--- src/double_ended_queue_macros.svh ---
// assertion helpers used by the queue datapath
`ifndef DOUBLE_ENDED_QUEUE_MACROS_SVH
`define DOUBLE_ENDED_QUEUE_MACROS_SVH

// property that must hold at every clock edge out of reset
`define DQ_ASSERT(lbl, prop, msg) \
	lbl: assert property (@(posedge clk) disable iff (!arst_n) (prop)) else $error(msg);

// implication into the next cycle, out of reset
`define DQ_ASSERT_NEXT(lbl, ante, cons, msg) \
	lbl: assert property (@(posedge clk) disable iff (!arst_n) (ante) |=> (cons)) else $error(msg);

`endif

--- src/dq_pkg.sv ---
`timescale 1ns / 1ps
`default_nettype none

package dq_pkg;

	localparam int DEPTH  = 16;
	localparam int IDX_W  = $clog2(DEPTH);
	localparam int CNT_W  = $clog2(DEPTH + 1);
	localparam int SUM_W  = CNT_W + 1;
	localparam int WORD_W = 32;

	typedef enum logic [2:0] {
		REQ_PUSH_FRONT = 3'd0,
		REQ_PUSH_BACK  = 3'd1,
		REQ_POP_FRONT  = 3'd2,
		REQ_POP_BACK   = 3'd3,
		REQ_DUMP_FWD   = 3'd4,
		REQ_DUMP_BWD   = 3'd5
	} req_t;

	typedef enum logic [1:0] {
		ST_OK    = 2'd0,
		ST_EMPTY = 2'd1,
		ST_FULL  = 2'd2
	} st_t;

	typedef enum logic {
		S_IDLE,
		S_FETCH
	} fsm_t;

	// controller to datapath
	typedef struct packed {
		logic push;        // write value at one end
		logic pop;         // read one end and remove it
		logic dump_start;  // first read of a read-out
		logic dump_next;   // following read of a read-out
		logic at_back;     // end for push / pop, direction for read-out
		logic load_imm;    // load result register with an immediate status
		st_t  imm_status;
		logic load_rd;     // load result register from read data
	} dq_cmd_t;

	// datapath to controller
	typedef struct packed {
		logic empty;
		logic full;
		logic out_free;    // result register can take a new result this cycle
		logic rd_last;     // pending read data is the final result of the request
	} dq_stat_t;

	// reduce a sum below 2 * DEPTH into a ring index
	function automatic logic [IDX_W-1:0] ring_wrap(input logic [SUM_W-1:0] x);
		logic [SUM_W-1:0] t;
		t = (x >= SUM_W'(DEPTH)) ? x - SUM_W'(DEPTH) : x;
		return t[IDX_W-1:0];
	endfunction

endpackage

`default_nettype wire

--- src/dq_ctrl.sv ---
`timescale 1ns / 1ps
`default_nettype none

module dq_ctrl
	import dq_pkg::*;
(
	input  wire logic       clk,
	input  wire logic       arst_n,
	input  wire logic       req_valid,
	input  wire logic [2:0] req_type,
	output logic            req_stall,
	input  wire dq_stat_t   stat,
	output dq_cmd_t         cmd
);

	fsm_t state_q, state_d;
	req_t req;
	logic take;

	assign req  = req_t'(req_type);
	assign take = (state_q == S_IDLE) && req_valid && stat.out_free;

	always_ff @(posedge clk or negedge arst_n) begin
		if (!arst_n) begin
			state_q <= S_IDLE;
		end else begin
			state_q <= state_d;
		end
	end

	// next state
	always_comb begin
		state_d = state_q;
		unique case (state_q)
			S_IDLE: begin
				if (take) begin
					unique case (req)
						REQ_POP_FRONT, REQ_POP_BACK, REQ_DUMP_FWD, REQ_DUMP_BWD: begin
							if (!stat.empty) state_d = S_FETCH;
						end
						default: state_d = S_IDLE;
					endcase
				end
			end
			S_FETCH: begin
				if (stat.out_free && stat.rd_last) state_d = S_IDLE;
			end
			default: state_d = S_IDLE;
		endcase
	end

	// outputs
	always_comb begin
		cmd       = '0;
		req_stall = 1'b1;
		unique case (state_q)
			S_IDLE: begin
				req_stall = !stat.out_free;
				if (take) begin
					unique case (req)
						REQ_PUSH_FRONT, REQ_PUSH_BACK: begin
							cmd.load_imm   = 1'b1;
							cmd.at_back    = (req == REQ_PUSH_BACK);
							cmd.push       = !stat.full;
							cmd.imm_status = stat.full ? ST_FULL : ST_OK;
						end
						REQ_POP_FRONT, REQ_POP_BACK: begin
							cmd.at_back = (req == REQ_POP_BACK);
							if (stat.empty) begin
								cmd.load_imm   = 1'b1;
								cmd.imm_status = ST_EMPTY;
							end else begin
								cmd.pop = 1'b1;
							end
						end
						REQ_DUMP_FWD, REQ_DUMP_BWD: begin
							cmd.at_back = (req == REQ_DUMP_BWD);
							if (stat.empty) begin
								cmd.load_imm   = 1'b1;
								cmd.imm_status = ST_EMPTY;
							end else begin
								cmd.dump_start = 1'b1;
							end
						end
						default: cmd = '0;
					endcase
				end
			end
			S_FETCH: begin
				if (stat.out_free) begin
					cmd.load_rd   = 1'b1;
					cmd.dump_next = !stat.rd_last;
				end
			end
			default: cmd = '0;
		endcase
	end

endmodule

`default_nettype wire

--- src/dq_datapath.sv ---
`timescale 1ns / 1ps
`default_nettype none

module dq_datapath
	import dq_pkg::*;
(
	input  wire logic                     clk,
	input  wire logic                     arst_n,
	input  wire dq_cmd_t                  cmd,
	output dq_stat_t                      stat,
	input  wire logic signed [WORD_W-1:0] value,
	output logic                          rsp_valid,
	input  wire logic                     rsp_stall,
	output logic signed [WORD_W-1:0]      word,
	output logic [1:0]                    status,
	output logic                          last
);

`include "double_ended_queue_macros.svh"

	logic [WORD_W-1:0] mem_q [DEPTH];
	logic [WORD_W-1:0] rdata_q;
	logic              rd_last_q;

	logic [IDX_W-1:0]  front_q;
	logic [CNT_W-1:0]  count_q;
	logic [IDX_W-1:0]  idx_q;
	logic              dir_q;

	logic              out_valid_q;
	logic [WORD_W-1:0] word_q;
	st_t               status_q;
	logic              last_q;

	logic              rd_en;
	logic              rd_back;
	logic [IDX_W-1:0]  k;
	logic [IDX_W-1:0]  raddr;
	logic [IDX_W-1:0]  waddr;
	logic [IDX_W-1:0]  front_dec;
	logic              rd_last_d;

	assign rd_en   = cmd.pop || cmd.dump_start || cmd.dump_next;
	assign rd_back = cmd.dump_next ? dir_q : cmd.at_back;
	assign k       = cmd.dump_next ? idx_q : '0;

	assign front_dec = ring_wrap(SUM_W'(front_q) + SUM_W'(DEPTH - 1));

	always_comb begin
		if (rd_back) begin
			raddr = ring_wrap(SUM_W'(front_q) + SUM_W'(count_q) - SUM_W'(1) - SUM_W'(k));
		end else begin
			raddr = ring_wrap(SUM_W'(front_q) + SUM_W'(k));
		end
	end

	assign waddr     = cmd.at_back ? ring_wrap(SUM_W'(front_q) + SUM_W'(count_q)) : front_dec;
	assign rd_last_d = cmd.pop || (CNT_W'(k) + CNT_W'(1) == count_q);

	// ring storage, registered read
	always_ff @(posedge clk) begin
		if (cmd.push) mem_q[waddr] <= value;
		if (rd_en) rdata_q <= mem_q[raddr];
	end

	always_ff @(posedge clk or negedge arst_n) begin
		if (!arst_n) begin
			front_q   <= '0;
			count_q   <= '0;
			idx_q     <= '0;
			dir_q     <= 1'b0;
			rd_last_q <= 1'b0;
		end else begin
			if (cmd.push) begin
				count_q <= count_q + CNT_W'(1);
				if (!cmd.at_back) front_q <= front_dec;
			end else if (cmd.pop) begin
				count_q <= count_q - CNT_W'(1);
				if (!cmd.at_back) front_q <= ring_wrap(SUM_W'(front_q) + SUM_W'(1));
			end
			if (cmd.dump_start) dir_q <= cmd.at_back;
			if (rd_en) begin
				idx_q     <= k + IDX_W'(1);
				rd_last_q <= rd_last_d;
			end
		end
	end

	// result register
	always_ff @(posedge clk or negedge arst_n) begin
		if (!arst_n) begin
			out_valid_q <= 1'b0;
		end else if (cmd.load_imm || cmd.load_rd) begin
			out_valid_q <= 1'b1;
		end else if (!rsp_stall) begin
			out_valid_q <= 1'b0;
		end
	end

	always_ff @(posedge clk) begin
		if (cmd.load_imm) begin
			word_q   <= '0;
			status_q <= cmd.imm_status;
			last_q   <= 1'b1;
		end else if (cmd.load_rd) begin
			word_q   <= rdata_q;
			status_q <= ST_OK;
			last_q   <= rd_last_q;
		end
	end

	assign stat.empty    = (count_q == '0);
	assign stat.full     = (count_q == CNT_W'(DEPTH));
	assign stat.out_free = !out_valid_q || !rsp_stall;
	assign stat.rd_last  = rd_last_q;

	assign rsp_valid = out_valid_q;
	assign word      = word_q;
	assign status    = status_q;
	assign last      = last_q;

	`DQ_ASSERT(a_count_bound, count_q <= CNT_W'(DEPTH), "entry count above depth")
	`DQ_ASSERT(a_load_free, !(cmd.load_imm || cmd.load_rd) || stat.out_free, "result overwritten")
	`DQ_ASSERT(a_push_room, !cmd.push || !stat.full, "push into full queue")
	`DQ_ASSERT_NEXT(a_pop_count, cmd.pop, count_q == $past(count_q) - CNT_W'(1), "pop count")
	`DQ_ASSERT_NEXT(a_push_count, cmd.push, count_q == $past(count_q) + CNT_W'(1), "push count")

endmodule

`default_nettype wire

--- src/double_ended_queue.sv ---
// bounded double-ended queue of signed 32-bit words held in a ring memory
// request channel: req_valid / req_stall with req_type and value; a transfer
// happens on a rising edge with req_valid high and req_stall low
// response channel: rsp_valid / rsp_stall with word, status and last
// push: result (word 0, ok or full) registered at the request transfer, so
//   pushes can run back to back while the result register is free
// pop: the ring is read into a data register, then copied into the result
//   register once that is free; a pop holds off requests until the copy
// read-out: one result per cycle while the result register is free, from the
//   single ring read port, so a queue of n entries holds off requests until
//   all n results are loaded; an empty queue gives one empty-status result at once
// unused request codes are taken and give no result
// req_stall stays high while a pop or read-out is in flight, and also while
//   the result register is full and rsp_stall is high
// a stalled result holds its fields; read-outs simply pause
// reset empties the queue (front index and count cleared) and drops any
//   pending result; ring contents are not cleared and are never read
//   before being pushed
`timescale 1ns / 1ps
`default_nettype none

module double_ended_queue
	import dq_pkg::*;
(
	input  wire logic                     clk,
	input  wire logic                     arst_n,
	input  wire logic                     req_valid,
	output logic                          req_stall,
	input  wire logic [2:0]               req_type,
	input  wire logic signed [WORD_W-1:0] value,
	output logic                          rsp_valid,
	input  wire logic                     rsp_stall,
	output logic signed [WORD_W-1:0]      word,
	output logic [1:0]                    status,
	output logic                          last
);

	// command and status between sequencer and datapath
	dq_cmd_t  cmd;
	dq_stat_t stat;

	// request decode and read-out sequencing
	dq_ctrl u_ctrl (
		.clk       (clk),
		.arst_n    (arst_n),
		.req_valid (req_valid),
		.req_type  (req_type),
		.req_stall (req_stall),
		.stat      (stat),
		.cmd       (cmd)
	);

	// ring memory, front index, entry count and result register
	dq_datapath u_dp (
		.clk       (clk),
		.arst_n    (arst_n),
		.cmd       (cmd),
		.stat      (stat),
		.value     (value),
		.rsp_valid (rsp_valid),
		.rsp_stall (rsp_stall),
		.word      (word),
		.status    (status),
		.last      (last)
	);

endmodule

`default_nettype wire

--- config.mk ---
export PLATFORM = sky130hd
export DESIGN_NAME = double_ended_queue
export DESIGN_NICKNAME = d
export VERILOG_FILES = /design/src/dq_pkg.sv /design/src/dq_ctrl.sv /design/src/dq_datapath.sv /design/src/double_ended_queue.sv
export VERILOG_INCLUDE_DIRS = /design/src /design/src/src
export SDC_FILE = /design/constraint.sdc
export NUM_CORES = 1
export LEC_CHECK = 0
export BUFFER_PORTS_ARGS = -buffer_cell sky130_fd_sc_hd__buf_2
export CORE_MARGIN = 5
export CORE_UTILIZATION = 55
export DETAILED_ROUTE_END_ITERATION = 16
export PLACE_DENSITY_LB_ADDON = 0.1
export SKIP_CTS_REPAIR_TIMING = 1
export SLEW_MARGIN = 20
export SYNTH_ARGS = -nofsm -noshare
export SYNTH_HDL_FRONTEND = slang
export SYNTH_SLANG_ARGS = --single-unit
--- constraint.sdc ---
create_clock -name clk -period 4.2 [get_ports clk]
set_input_delay 0.63 -clock clk [delete_from_list [all_inputs] [get_ports clk]]
set_output_delay 0.63 -clock clk [all_outputs]
set_load 0.005 [all_outputs]
==> impl_metrics.json <==
{
  "grt_pass1_wl_microns": 100100,
  "rsz0062_at_grt": "no",
  "cts_root_buf": "clkbuf_16",
  "slew_violations": 0,
  "crit_fanout": 26,
  "die-area_sq_mm": 0.05243,
  "hold_path_class": "input pin to flip-flop",
  "drt_iter0_drc": 1502,
  "drtAntennaViolNets": 0,
  "path_class": "flip-flop to flip-flop",
  "wl_per_cell_microns": 25.03,
  "gp_congestion": 0.8039,
  "synthTopCellsByCount": "edfxtp_1, mux2i_1, nand2_1, nor2_1, mux2_2",
  "crit_start": "u_dp.rsp_valid$_DFFE_PN0P_",
  "multi_input_area_sq_mm": 0.008387,
  "final.setup.tns_ns": 0,
  "core_sq_mm": 0.04755,
  "worst_skew_pair.late_latency_ns": 0.62,
  "cap_viol_max_count": 0,
  "cts_buffer_depth": 3,
  "tightest_slew_ns": 1.056,
  "synth_nets": 1948,
  "tritoncts": "yes",
  "ys_seq_area_frac": 0.6629,
  "timing.fmax_mhz": 254.9,
  "period_share": 0.9342,
  "syn2layout_area_growth_pct": 13.71,
  "cp_data_required_time_ns": 4.68,
  "clkTransAtPathRegs_ns": 0.06,
  "viasPerCell": 6.206,
  "grt.total_usage": 0.2486,
  "synth_edf_count": 546,
  "worstPathArrival_ns": 4.40,
  "start_kind": "flip-flop",
  "yosysMostFrequentCell": "edfxtp_1",
  "synth_warnings": 0,
  "synth_area_per_cell_sq_um": 13.95,
  "cp-end-kind": "flip-flop",
  "pin_count": 76,
  "drc": 0,
  "cts_buffers": 60,
  "layout_min_cycle_time_ns": 3.924,
  "status": "completed",
  "clock-sinks": 596,
  "gr-total-overflow": 0,
  "synth.top_cell.area_share": 0.6217,
  "reg2reg_slack_ns": 0.28,
  "path_cells": "a21bo_2, nor2_2, nand2_1, inv_1, ha_1, inv_1, fa_4, xor2_1, nor4_1, buf_4, nor2_4, buf_4, o22ai_1, a31oi_1, a32o_1",
  "ys.flop_type": "edfxtp_1",
  "cp_top_family": "simple AND/OR/NAND/NOR gates",
  "io_buffers": 75,
  "synthArstFlopShare": 0.02852,
  "finalNetCount": 2040,
  "synth.area.top_cells": "edfxtp_1, mux2i_1, nand2_1",
  "yosysTopAreaCell": "edfxtp_1",
  "fin_worst_skew_ns": 0.01871,
  "drtPass1Iterations": 5,
  "dieHeight_microns": 229.0,
  "die_w_microns": 229.0,
  "max_stage_delay_ns": 0.80,
  "drt-total-wl_microns": 66290,
  "hold_start": "req_type[0]",
  "regToRegStartpoint": "u_dp.rsp_valid$_DFFE_PN0P_",
  "finalSetupViolations": 0,
  "grt_start_max_net_pins": 73,
  "synthCells": 1890,
  "seqCellArea_sq_mm": 0.01748,
  "fill_cells": 3525,
  "hpwl_microns": 37790,
  "antenna_found_initial": 2,
  "cp_num_buf_inv": 4,
  "initial_utilization": 0.5547,
  "ys_types": 56,
  "finalHoldViolCount": 0,
  "ys_ff_latch": 596,
  "max_slew_margin": 0.2929,
  "htree_levels": 2,
  "num_rows": 80,
  "crit_slowest_cell": "nor2_4",
  "num_vias": 16440,
  "drive_above_1_share": 0.1707,
  "netlist_area_sq_mm": 0.02637,
  "grt_pass1_vias": 16540
}
## cell families (layout without fill, tap and decap cells)
group / after synthesis / count (layout) / share of synthesized area
buffers and inverters: 139 / 282 / 0.02671
AO/OA/AOI/OAI: 270 / 270 / 0.07382
XOR/XNOR: 23 / 23 / 0.008872
adder cells (fa/ha/maj): 20 / 20 / 0.01053
other: 0 / 1 / 0
flip-flops: 596 / 596 / 0.6629
multiplexers: 364 / 364 / 0.1428
AND/OR/NAND/NOR: 478 / 478 / 0.07444
## area by class of cell
cell class | instances | area share
Sequential cell | 596 | 0.5830
Inverter | 15 | 0.001878
Clock buffer | 79 | 0.05553
Multi-Input combinational cell | 1155 | 0.2797
Timing Repair Buffer | 154 | 0.04656
Antenna cell | 1 | 0.00008345
Tap cell | 615 | 0.02566
Clock inverter | 34 | 0.007636
## flip-flops by register name, summed over array words and instances (netlist names), 2 cells and up
name,cells
u_dp.status,2
u_dp.word,32
u_dp.count_q,5
u_dp.front_q,4
u_dp.idx_q,4
u_dp.mem_q,512
u_dp.rdata_q,32
## worst paths after layout
| path | end | depth (start not counted) |
|---|---|---|
| setup / recovery | u_dp.rdata_q[3]$_DFFE_PP_ | 15 |
| min in group asynchronous | u_dp.count_q[4]$_DFFE_PN0P_ | 2 |
| hold reg to reg | u_dp.word[27]$_SDFFE_PP0P_ | 2 |
| max in group asynchronous | u_dp.count_q[0]$_DFFE_PN0P_ | 2 |
| hold / removal | u_dp.dir_q$_DFFE_PN0P_ | 2 |
| setup reg to reg | u_dp.rdata_q[3]$_DFFE_PP_ | 15 |
## metrics by stage
stage / worst slack (ns) / instances / instance area (sq um) / utilization / hold slack [ns]
2_1_floorplan: 0.3347 / 1890 / 26370 / - / 0.3344
3_3_place_gp: 0.07558 / 2534 / 28080 / 0.5906 / 0.4417
3_5_place_dp: 0.01448 / 2534 / 28080 / 0.5906 / 0.4458
4_1_cts: 0.2802 / 2647 / 29980 / 0.6304 / -0.07677
5_1_grt: 0.05862 / 2649 / 29990 / 0.6307 / 0.2943
6_report: 0.2764 / 2649 / 29990 / 0.6307 / 0.2972
## layout by cell type (no fill, tap or decap), types with 4 or more instances in the layout
cell | Yosys | layout
clkbuf_1 | 57 | 12
nor2_4 | 0 | 18
clkinv_2 | 0 | 13
nor3_1 | 41 | 41
a31oi_1 | 36 | 36
inv_1 | 15 | 15
nand2b_1 | 6 | 6
edfxtp_1 | 546 | 546
buf_2 | 41 | 75
buf_12 | 0 | 34
clkinvlp_4 | 0 | 4
a211oi_1 | 66 | 66
buf_4 | 13 | 44
o22ai_1 | 33 | 33
a32oi_1 | 32 | 32
xor2_1 | 10 | 10
mux2_2 | 69 | 69
clkbuf_8 | 0 | 5
nand3_1 | 38 | 38
dfrtp_1 | 17 | 17
a21o_1 | 8 | 8
clkbuf_16 | 0 | 62
nor2_1 | 100 | 82
o21ai_0 | 9 | 9
dfxtp_1 | 33 | 33
mux2i_1 | 291 | 290
a21oi_1 | 40 | 40
clkinv_1 | 0 | 13
ha_1 | 15 | 15
a32o_1 | 32 | 32
xnor2_1 | 11 | 11
nand2_1 | 279 | 279
## metal layers
metal  part of all wire  up-vias  track usage  wire (microns)
met5            0.00017        -            0              11
met4              0.029        2      0.07743            1903
met3              0.060      134      0.03939            3976
met2               0.48      536       0.4130           31880
met1               0.43     8362       0.3418           28530
li1                   -     7406            -               -
Power is not shown: default switching activity piles up to over one toggle a cycle in this logic, so the estimate is an artifact.
